<file path="src/hdl/upc_pkg.sv">
package upc_pkg;

    typedef enum logic [2:0] {
        S_HEAD,
        S_START,
        S_DATA,
        S_MID,
        S_CHECK,
        S_END
    } t_phase;

    typedef struct packed {
        logic [3:0] digit;
        logic       rev;
        logic       right;
        logic       start_g;
        logic       mid_g;
        logic       end_g;
        logic [3:0] check;
    } t_job;

    localparam logic [3:0] LAST_POS   = 4'd10;
    localparam logic [3:0] MID_POS    = 4'd5;
    localparam logic [3:0] LEFT_COUNT = 4'd6;
    localparam logic [3:0] RADIX      = 4'd10;

    localparam logic [2:0] GUARD_WIDTH = 3'd1;
    localparam logic [2:0] SIDE_LEN    = 3'd3;
    localparam logic [2:0] DIGIT_LEN   = 3'd4;
    localparam logic [2:0] MID_LEN     = 3'd5;

    function automatic logic [3:0] f_fold(input logic [3:0] v);
        f_fold = (v > 4'd9) ? v - RADIX : v;
    endfunction

    // Odd-parity widths, element 0 in the lowest three bits.
    function automatic logic [11:0] f_odd_row(input logic [3:0] d);
        logic [11:0] row;
        begin
            case (d)
                4'd0:    row = {3'd1, 3'd1, 3'd2, 3'd3};
                4'd1:    row = {3'd1, 3'd2, 3'd2, 3'd2};
                4'd2:    row = {3'd2, 3'd2, 3'd1, 3'd2};
                4'd3:    row = {3'd1, 3'd1, 3'd4, 3'd1};
                4'd4:    row = {3'd2, 3'd3, 3'd1, 3'd1};
                4'd5:    row = {3'd1, 3'd3, 3'd2, 3'd1};
                4'd6:    row = {3'd4, 3'd1, 3'd1, 3'd1};
                4'd7:    row = {3'd2, 3'd1, 3'd3, 3'd1};
                4'd8:    row = {3'd3, 3'd1, 3'd2, 3'd1};
                4'd9:    row = {3'd2, 3'd1, 3'd1, 3'd3};
                default: row = {3'd1, 3'd1, 3'd2, 3'd3};
            endcase
            f_odd_row = row;
        end
    endfunction

    function automatic logic [2:0] f_odd_width(input logic [3:0] d, input logic [1:0] j);
        logic [11:0] row;
        logic [2:0]  w;
        begin
            row = f_odd_row(d);
            unique case (j)
                2'd0: w = row[2:0];
                2'd1: w = row[5:3];
                2'd2: w = row[8:6];
                2'd3: w = row[11:9];
            endcase
            f_odd_width = w;
        end
    endfunction

    // A set bit marks a left position that uses the reversed (even) pattern.
    function automatic logic [5:0] f_even_mask(input logic [3:0] lead);
        logic [5:0] m;
        begin
            case (lead)
                4'd1:    m = 6'h34;
                4'd2:    m = 6'h2C;
                4'd3:    m = 6'h1C;
                4'd4:    m = 6'h32;
                4'd5:    m = 6'h26;
                4'd6:    m = 6'h0E;
                4'd7:    m = 6'h2A;
                4'd8:    m = 6'h1A;
                4'd9:    m = 6'h16;
                default: m = 6'h00;
            endcase
            f_even_mask = m;
        end
    endfunction

    function automatic logic [2:0] f_phase_len(input t_phase p);
        logic [2:0] n;
        begin
            case (p)
                S_START: n = SIDE_LEN;
                S_DATA:  n = DIGIT_LEN;
                S_MID:   n = MID_LEN;
                S_CHECK: n = DIGIT_LEN;
                S_END:   n = SIDE_LEN;
                default: n = DIGIT_LEN;
            endcase
            f_phase_len = n;
        end
    endfunction

endpackage

</file>
<file path="src/hdl/upc_ean_symbol_encoder.sv">
// The first element of a digit passes through the job queue and then the output stage.
// The single element sequencer of the back end emits one element per cycle while the
// output is not stalled.
// The front end takes a new digit every cycle while the job queue has room.
// Reset is synchronous and active low; it clears position, sum, leading digit,
// the queue and the output stage.
module upc_ean_symbol_encoder import upc_pkg::*; #(
    parameter int QUEUE_DEPTH = 2
) (
    input  logic       i_clk,
    input  logic       i_rst_n,
    input  logic       i_cfg_valid,
    output logic       o_cfg_ready,
    input  logic [3:0] i_cfg_data,     // leading_digit
    input  logic       i_s_tvalid,
    output logic       o_s_tready,
    input  logic [7:0] i_s_tdata,      // [3:0] digit, [7:4] zero
    output logic       o_m_tvalid,
    input  logic       i_m_tready,
    output logic [7:0] o_m_tdata,      // [2:0] element_width, [6:3] check_value, [7] zero
    output logic [2:0] o_m_tuser,      // [0] is_bar, [1] in_guard, [2] run_last
    output logic       o_m_tlast       // symbol_last
);

    logic w_push;
    logic w_full;
    logic w_pop;
    logic w_qvalid;
    t_job w_in_job;
    t_job w_q_job;

    assign o_cfg_ready = 1'b1;

    upc_front u_front (
        .i_clk       (i_clk),
        .i_rst_n     (i_rst_n),
        .i_cfg_valid (i_cfg_valid),
        .i_cfg_data  (i_cfg_data),
        .i_s_tvalid  (i_s_tvalid),
        .i_digit     (i_s_tdata[3:0]),
        .o_s_tready  (o_s_tready),
        .i_full      (w_full),
        .o_push      (w_push),
        .o_job       (w_in_job)
    );

    upc_queue #(
        .DEPTH (QUEUE_DEPTH)
    ) u_queue (
        .i_clk   (i_clk),
        .i_rst_n (i_rst_n),
        .i_push  (w_push),
        .i_job   (w_in_job),
        .o_full  (w_full),
        .i_pop   (w_pop),
        .o_valid (w_qvalid),
        .o_job   (w_q_job)
    );

    upc_back u_back (
        .i_clk       (i_clk),
        .i_rst_n     (i_rst_n),
        .i_job_valid (w_qvalid),
        .i_job       (w_q_job),
        .o_pop       (w_pop),
        .i_m_tready  (i_m_tready),
        .o_m_tvalid  (o_m_tvalid),
        .o_m_tdata   (o_m_tdata),
        .o_m_tuser   (o_m_tuser),
        .o_m_tlast   (o_m_tlast)
    );

endmodule

</file>
<file path="src/hdl/upc_front.sv">
module upc_front import upc_pkg::*; (
    input  logic       i_clk,
    input  logic       i_rst_n,
    input  logic       i_cfg_valid,
    input  logic [3:0] i_cfg_data,
    input  logic       i_s_tvalid,
    input  logic [3:0] i_digit,
    output logic       o_s_tready,
    input  logic       i_full,
    output logic       o_push,
    output t_job       o_job
);

    logic [3:0] r_pos, n_pos;
    logic [3:0] r_sum, n_sum;
    logic [3:0] r_lead;
    logic [3:0] w_d;
    logic [3:0] w_lead;
    logic [4:0] w_wd;
    logic [5:0] w_acc;
    logic [4:0] w_tot;
    logic [3:0] w_totm;
    logic [3:0] w_check;
    logic [5:0] w_mask;

    assign o_s_tready = !i_full;
    assign o_push     = i_s_tvalid && !i_full;

    assign w_d    = f_fold(i_digit);
    assign w_lead = f_fold(r_lead);
    assign w_mask = f_even_mask(w_lead);
    assign w_wd   = r_pos[0] ? {1'b0, w_d} : ({1'b0, w_d} + {w_d, 1'b0});
    assign w_acc  = {2'b00, r_sum} + {1'b0, w_wd};

    always_comb begin
        priority if (w_acc >= 6'd30) begin
            n_sum = 4'(w_acc - 6'd30);
        end else if (w_acc >= 6'd20) begin
            n_sum = 4'(w_acc - 6'd20);
        end else if (w_acc >= 6'd10) begin
            n_sum = 4'(w_acc - 6'd10);
        end else begin
            n_sum = w_acc[3:0];
        end
    end

    assign w_tot   = {1'b0, n_sum} + {1'b0, w_lead};
    assign w_totm  = (w_tot >= 5'd10) ? 4'(w_tot - 5'd10) : w_tot[3:0];
    assign w_check = (w_totm == 4'd0) ? 4'd0 : RADIX - w_totm;

    always_comb begin
        o_job.digit   = w_d;
        o_job.rev     = (r_pos < LEFT_COUNT) ? w_mask[r_pos[2:0]] : 1'b0;
        o_job.right   = (r_pos >= LEFT_COUNT);
        o_job.start_g = (r_pos == 4'd0);
        o_job.mid_g   = (r_pos == MID_POS);
        o_job.end_g   = (r_pos == LAST_POS);
        o_job.check   = w_check;
    end

    assign n_pos = (r_pos >= LAST_POS) ? 4'd0 : r_pos + 4'd1;

    always_ff @(posedge i_clk) begin
        if (!i_rst_n) begin
            r_pos  <= 4'd0;
            r_sum  <= 4'd0;
            r_lead <= 4'd0;
        end else begin
            if (i_cfg_valid) begin
                r_lead <= i_cfg_data;
            end
            if (o_push) begin
                r_pos <= n_pos;
                r_sum <= (r_pos >= LAST_POS) ? 4'd0 : n_sum;
            end
        end
    end

endmodule

</file>
<file path="src/hdl/upc_queue.sv">
module upc_queue import upc_pkg::*; #(
    parameter int DEPTH = 2
) (
    input  logic i_clk,
    input  logic i_rst_n,
    input  logic i_push,
    input  t_job i_job,
    output logic o_full,
    input  logic i_pop,
    output logic o_valid,
    output t_job o_job
);

    localparam int PW = $clog2(DEPTH);
    localparam int CW = $clog2(DEPTH + 1);
    localparam logic [PW-1:0] LAST_IDX = PW'(DEPTH - 1);
    localparam logic [CW-1:0] FULL_CNT = CW'(DEPTH);

    t_job          r_q [DEPTH];
    logic [PW-1:0] r_wr, r_rd;
    logic [CW-1:0] r_cnt;

    assign o_full  = (r_cnt == FULL_CNT);
    assign o_valid = (r_cnt != '0);
    assign o_job   = r_q[r_rd];

    always_ff @(posedge i_clk) begin
        if (i_push) begin
            r_q[r_wr] <= i_job;
        end
    end

    always_ff @(posedge i_clk) begin
        if (!i_rst_n) begin
            r_wr  <= '0;
            r_rd  <= '0;
            r_cnt <= '0;
        end else begin
            if (i_push) begin
                r_wr <= (r_wr == LAST_IDX) ? '0 : r_wr + 1'b1;
            end
            if (i_pop) begin
                r_rd <= (r_rd == LAST_IDX) ? '0 : r_rd + 1'b1;
            end
            if (i_push && !i_pop) begin
                r_cnt <= r_cnt + 1'b1;
            end else if (i_pop && !i_push) begin
                r_cnt <= r_cnt - 1'b1;
            end
        end
    end

endmodule

</file>
<file path="src/hdl/upc_back.sv">
module upc_back import upc_pkg::*; (
    input  logic       i_clk,
    input  logic       i_rst_n,
    input  logic       i_job_valid,
    input  t_job       i_job,
    output logic       o_pop,
    input  logic       i_m_tready,
    output logic       o_m_tvalid,
    output logic [7:0] o_m_tdata,
    output logic [2:0] o_m_tuser,
    output logic       o_m_tlast
);

    t_phase     r_ph, n_ph;
    logic [2:0] r_cnt, n_cnt;
    t_phase     w_eff;
    logic       w_plast;
    logic       w_jlast;
    logic       w_adv;
    logic [2:0] w_width;
    logic       w_bar;
    logic       w_guard;
    logic       w_slast;
    logic [1:0] w_j;

    logic       r_valid;
    logic [2:0] r_width;
    logic       r_bar;
    logic       r_guard;
    logic       r_rlast;
    logic       r_slast;
    logic [3:0] r_check;

    assign w_eff   = (r_ph == S_HEAD) ? (i_job.start_g ? S_START : S_DATA) : r_ph;
    assign w_plast = (r_cnt == f_phase_len(w_eff) - 3'd1);
    assign w_jlast = w_plast && ((w_eff == S_DATA && !i_job.mid_g && !i_job.end_g)
                                 || w_eff == S_MID || w_eff == S_END);
    assign w_slast = w_plast && (w_eff == S_END);
    assign w_adv   = i_job_valid && (!r_valid || i_m_tready);
    assign o_pop   = w_adv && w_jlast;

    always_comb begin
        n_ph  = r_ph;
        n_cnt = r_cnt;
        if (w_adv) begin
            if (!w_plast) begin
                n_ph  = w_eff;
                n_cnt = r_cnt + 3'd1;
            end else begin
                n_cnt = 3'd0;
                case (w_eff)
                    S_START: n_ph = S_DATA;
                    S_DATA:  n_ph = i_job.mid_g ? S_MID : (i_job.end_g ? S_CHECK : S_HEAD);
                    S_CHECK: n_ph = S_END;
                    default: n_ph = S_HEAD;
                endcase
            end
        end
    end

    always_comb begin
        w_j     = (i_job.rev && w_eff == S_DATA) ? 2'd3 - r_cnt[1:0] : r_cnt[1:0];
        w_width = GUARD_WIDTH;
        w_bar   = ~r_cnt[0];
        w_guard = 1'b1;
        case (w_eff)
            S_MID: begin
                w_bar = r_cnt[0];
            end
            S_DATA: begin
                w_width = f_odd_width(i_job.digit, w_j);
                w_bar   = r_cnt[0] ^ i_job.right;
                w_guard = 1'b0;
            end
            S_CHECK: begin
                w_width = f_odd_width(i_job.check, w_j);
                w_guard = 1'b0;
            end
            default: begin
                w_bar = ~r_cnt[0];
            end
        endcase
    end

    always_ff @(posedge i_clk) begin
        if (!i_rst_n) begin
            r_ph    <= S_HEAD;
            r_cnt   <= 3'd0;
            r_valid <= 1'b0;
        end else begin
            r_ph  <= n_ph;
            r_cnt <= n_cnt;
            if (w_adv) begin
                r_valid <= 1'b1;
            end else if (i_m_tready) begin
                r_valid <= 1'b0;
            end
        end
    end

    always_ff @(posedge i_clk) begin
        if (w_adv) begin
            r_width <= w_width;
            r_bar   <= w_bar;
            r_guard <= w_guard;
            r_rlast <= w_jlast;
            r_slast <= w_slast;
            r_check <= w_slast ? i_job.check : 4'd0;
        end
    end

    assign o_m_tvalid = r_valid;
    assign o_m_tdata  = {1'b0, r_check, r_width};
    assign o_m_tuser  = {r_rlast, r_guard, r_bar};
    assign o_m_tlast  = r_slast;

endmodule

</file>
<file path="config.mk">
export PLATFORM = sky130hd
export DESIGN_NAME = upc_ean_symbol_encoder
export DESIGN_NICKNAME = d
export VERILOG_FILES = /design/src/hdl/upc_pkg.sv /design/src/hdl/upc_ean_symbol_encoder.sv /design/src/hdl/upc_front.sv /design/src/hdl/upc_queue.sv /design/src/hdl/upc_back.sv
export SDC_FILE = /design/constraint.sdc
export NUM_CORES = 1
export LEC_CHECK = 0
export BUFFER_PORTS_ARGS = -buffer_cell sky130_fd_sc_hd__buf_2
export CORE_UTILIZATION = 45
export CTS_CLUSTER_DIAMETER = 60
export DETAILED_ROUTE_END_ITERATION = 10
export PLACE_DENSITY_LB_ADDON = 0.12
export SYNTH_ARGS = -nofsm -noshare
export SYNTH_HDL_FRONTEND = slang
export SYNTH_SLANG_ARGS = --single-unit
</file>
<file path="constraint.sdc">
create_clock -name i_clk -period 7.3 [get_ports i_clk]
set_input_delay 0.73 -clock i_clk [delete_from_list [all_inputs] [get_ports i_clk]]
set_output_delay 0.73 -clock i_clk [all_outputs]
set_load 0.005 [all_outputs]
</file>
==> results.json <==
{
  "core_sq_um": 9860,
  "numPortBuffers": 25,
  "final-max-slew-violation-count": 0,
  "gp_congestion": 0.838,
  "synth_area_sq_um": 4640,
  "die_h_um": 103,
  "drt_iter0_drc": 113,
  "synth-async-reset-ratio_pct": 0,
  "netlist_instances": 514,
  "drt_pass1_iterations": 5,
  "hold_ws_ns": 0.474,
  "critPathMaxStageDelay_ns": 0.43,
  "path_clk_slew_ns": 0.07,
  "end_kind": "flop",
  "vias": 3635,
  "grt_use_total_pct": 19.3,
  "setup_tns_ns": 0,
  "vdd_drop_max_mv": 0.403,
  "max-cap-violations": 0,
  "hold_viol_final": 0,
  "hpwl_um": 7120,
  "ys_warn_count": 0,
  "numCtsBuffers": 9,
  "synth.avg_cell_area_sq_um": 9.02,
  "comb_power_share_pct": 64.2,
  "antenna_left": 0,
  "rsz0062_at_grt": "false",
  "mostFrequentLayoutCells": "44 x nor2_1, 44 x ha_1, 39 x nand2_1, 37 x edfxtp_1, 33 x inv_1",
  "wirelength_um": 9550,
  "post-route-drc-count": 0,
  "clk_path_buf_depth": 2,
  "syn_nets": 577,
  "status": "finished clean",
  "synthDistinctLibCells": 72,
  "worstPathMaxFanout": 8,
  "cp_top_family": "compound AO/OA/AOI/OAI gates",
  "drive_gt1_share_pct": 12.1,
  "multi_input_area_sq_um": 2760,
  "synth_ff_type": "edfxtp_1",
  "p_int_w": 0.00125,
  "fin_skew_ns": 0.0137,
  "cts_hold_buffers": 0,
  "viasPerCell": 5.48,
  "regArea_sq_um": 1590,
  "cts-root-buf": "clkbuf_8",
  "grt_pass1_wl_um": 15800,
  "num_rows": 36,
  "hold_class": "reg2reg",
  "grt_max_degree": 23,
  "diodes": 0,
  "relSlewSlack_pct": 28.0,
  "crit_required_ns": 7.38,
  "crit_top_cell": "ha_1",
  "grt_pass1_vias": 3394,
  "critPathArrivalTime_ns": 6.30,
  "ctsResizeCount": 0,
  "area_delta_synth_final_pct": 7.56,
  "power_density_nw_per_um2": 451,
  "cp_num_buf_inv": 4,
  "period_needed_ns": 6.23,
  "dp_cells": 648,
  "detail_route.wl_per_cell_um": 14.4,
  "nets": 589,
  "fin_area_sq_um": 4990,
  "seq_area_frac_synth_pct": 34.3,
  "synth-seq-cells": 61,
  "start_util_pct": 47.0,
  "dieWidth_um": 103,
  "cts_tree": "done",
  "instances_no_fill": 663,
  "fill_cells": 923,
  "slowest_stage": "a21oi_1",
  "swShare_pct": 44.5,
  "clk_latency_ns": 0.34,
  "clock.fmax_mhz": 161,
  "critPathLaunchType": "primary input",
  "ioPinCount": 32,
  "grt_antenna_before_repair": 0,
  "postCtsSetupRepairBufs": 0,
  "setup-violations-final": 0,
  "grt-ovfl-total": 0,
  "place_area_sq_um": 4820,
  "die_area_sq_um": 10700,
  "switching_power_w": 0.00100,
  "share_seq_of_total_power_pct": 24.2,
  "tightest_slew_ns": 1.08,
  "cts_sinks": 61,
  "crit_type": "in2reg",
  "synth_edf_count": 37,
  "clkPwrFrac_pct": 11.6,
  "p_leak_nw": 2.06,
  "htreeDepth": 3,
  "fin_crit_sh_pct": 85.3
}
-- cells in the mapped netlist, types with 4 or more instances --
cell / instances / area, sq um
ha_1: 44 / 551
nor2_1: 44 / 165
nand2_1: 39 / 146
edfxtp_1: 37 / 1110
inv_1: 33 / 124
a21oi_1: 29 / 145
dfxtp_1: 24 / 480
mux2i_1: 21 / 210
clkbuf_1: 19 / 71.3
nand3_1: 18 / 90.1
o21ai_0: 18 / 90.1
xnor2_1: 13 / 114
o21ai_1: 11 / 55.1
nor3_1: 10 / 50.1
nor2b_1: 9 / 56.3
a21o_1: 8 / 60.1
a31oi_1: 7 / 43.8
and2_1: 7 / 43.8
mux2_2: 7 / 78.8
nand2b_1: 7 / 43.8
a211oi_1: 5 / 37.5
buf_4: 5 / 37.5
inv_2: 5 / 18.8
nand4_1: 5 / 31.3
o211ai_1: 5 / 37.5
xor2_1: 5 / 43.8
a32o_1: 4 / 40.0
o221ai_1: 4 / 35.0
o22ai_1: 4 / 25.0
o31ai_1: 4 / 30.0
-- power groups by stage --
| stage | sequential, W | clock, W | combinational (W) |
|---|---|---|---|
| after floorplan | 0.000532 | 0 | 0.00116 |
| after global placement | 0.000546 | 0 | 0.00140 |
| after detailed placement | 0.000550 | 0 | 0.00143 |
| after CTS | 0.000543 | 0.000269 | 0.00144 |
| after global routing | 0.000554 | 0.000285 | 0.00163 |
| final | 0.000543 | 0.000261 | 0.00144 |
-- cell families (layout without fill, tap and decap cells) --
family | after synthesis | after routing | share of synthesized area, %
AO/OA/AOI/OAI | 133 | 133 | 19.9
AND/OR/NAND/NOR | 154 | 154 | 15.9
other | 2 | 2 | 0.162
flip-flops | 61 | 61 | 34.3
adder cells (fa/ha/maj) | 46 | 46 | 12.7
multiplexers | 30 | 30 | 6.72
XOR/XNOR | 20 | 20 | 4.10
buffers and inverters | 68 | 84 | 6.15
-- through the flow --
step / worst slack [ns] / util (%) / total power [W]
global placement: 0.840 / 48.9 / 0.00195
detailed placement: 0.765 / 48.9 / 0.00198
CTS: 1.11 / 50.5 / 0.00225
global route: 0.562 / 50.5 / 0.00247
floorplan: 1.43 / - / 0.00169
finish: 1.07 / 50.5 / 0.00225
-- worst paths after layout --
kind	endpoint	start	depth (start not counted)	slack, ns
worst max-delay path	u_queue.r_q[1][2]	i_s_tdata[1]	26	1.07
worst min-delay path	u_front.r_sum[0]	u_front.r_sum[0]	2	0.47
worst max register to register	u_queue.r_q[1][2]	u_front.r_pos[0]	22	1.97
worst min register to register	u_front.r_sum[0]	u_front.r_sum[0]	2	0.47
-- final cells by class --
| type | instances | share of cell area [%] |
|---|---|---|
| multi-input combinational | 385 | 55.3 |
| sequential | 61 | 31.9 |
| tap | 133 | 3.34 |
| timing repair buffer | 29 | 3.11 |
| inverter | 40 | 3.01 |
| clock buffer | 10 | 2.76 |
| clock inverter | 5 | 0.527 |
-- routing by layer --
| layer | GRT usage, % | wire length, um | vias up |
|---|---|---|---|
| met2 | 32.2 | 4560 | 53 |
| met3 | 4.10 | 231 | 8 |
| met5 | 0 | 0 | - |
| met1 | 24.2 | 4660 | 1709 |
| li1 | - | - | 1865 |
| met4 | 7.80 | 97 | 0 |
-- worst reg2reg max path, cell delays in order (launching register included) --
cell and delay, ns:
dfxtp_1 0.63, nor2_1 0.10, a21oi_1 0.20, inv_1 0.09, fa_1 0.44, xnor2_1 0.44, inv_1 0.18, ha_1 0.24
a21oi_1 0.23, nand4_1 0.16, o21ai_1 0.15, a221oi_1 0.11, a22o_1 0.26, ha_1 0.32, xnor2_1 0.32, ha_1 0.26
o31ai_1 0.09, a21boi_1 0.17, buf_4 0.17, nor2b_1 0.08, a221o_1 0.30, nand2_1 0.07, o31ai_1 0.08
-- registers in the layout (all words and copies together) (netlist names), named ones only --
| signal | cells |
|---|---|
| u_front.r_lead | 4 |
| u_back.r_width | 3 |
| u_queue.r_wr | 1 |
| u_queue.r_cnt | 2 |
| u_back.r_guard | 1 |
| u_back.o_m_tlast | 1 |
| u_back.r_rlast | 1 |
| u_queue.r_q | 26 |
| u_front.r_pos | 4 |
| u_back.r_bar | 1 |
| u_back.r_cnt | 3 |
| u_front.r_sum | 4 |
| u_back.r_check | 4 |
| u_queue.r_rd | 1 |
| u_back.o_m_tvalid | 1 |
| u_back.r_ph | 3 |
(Power assumes the default switching activity.)
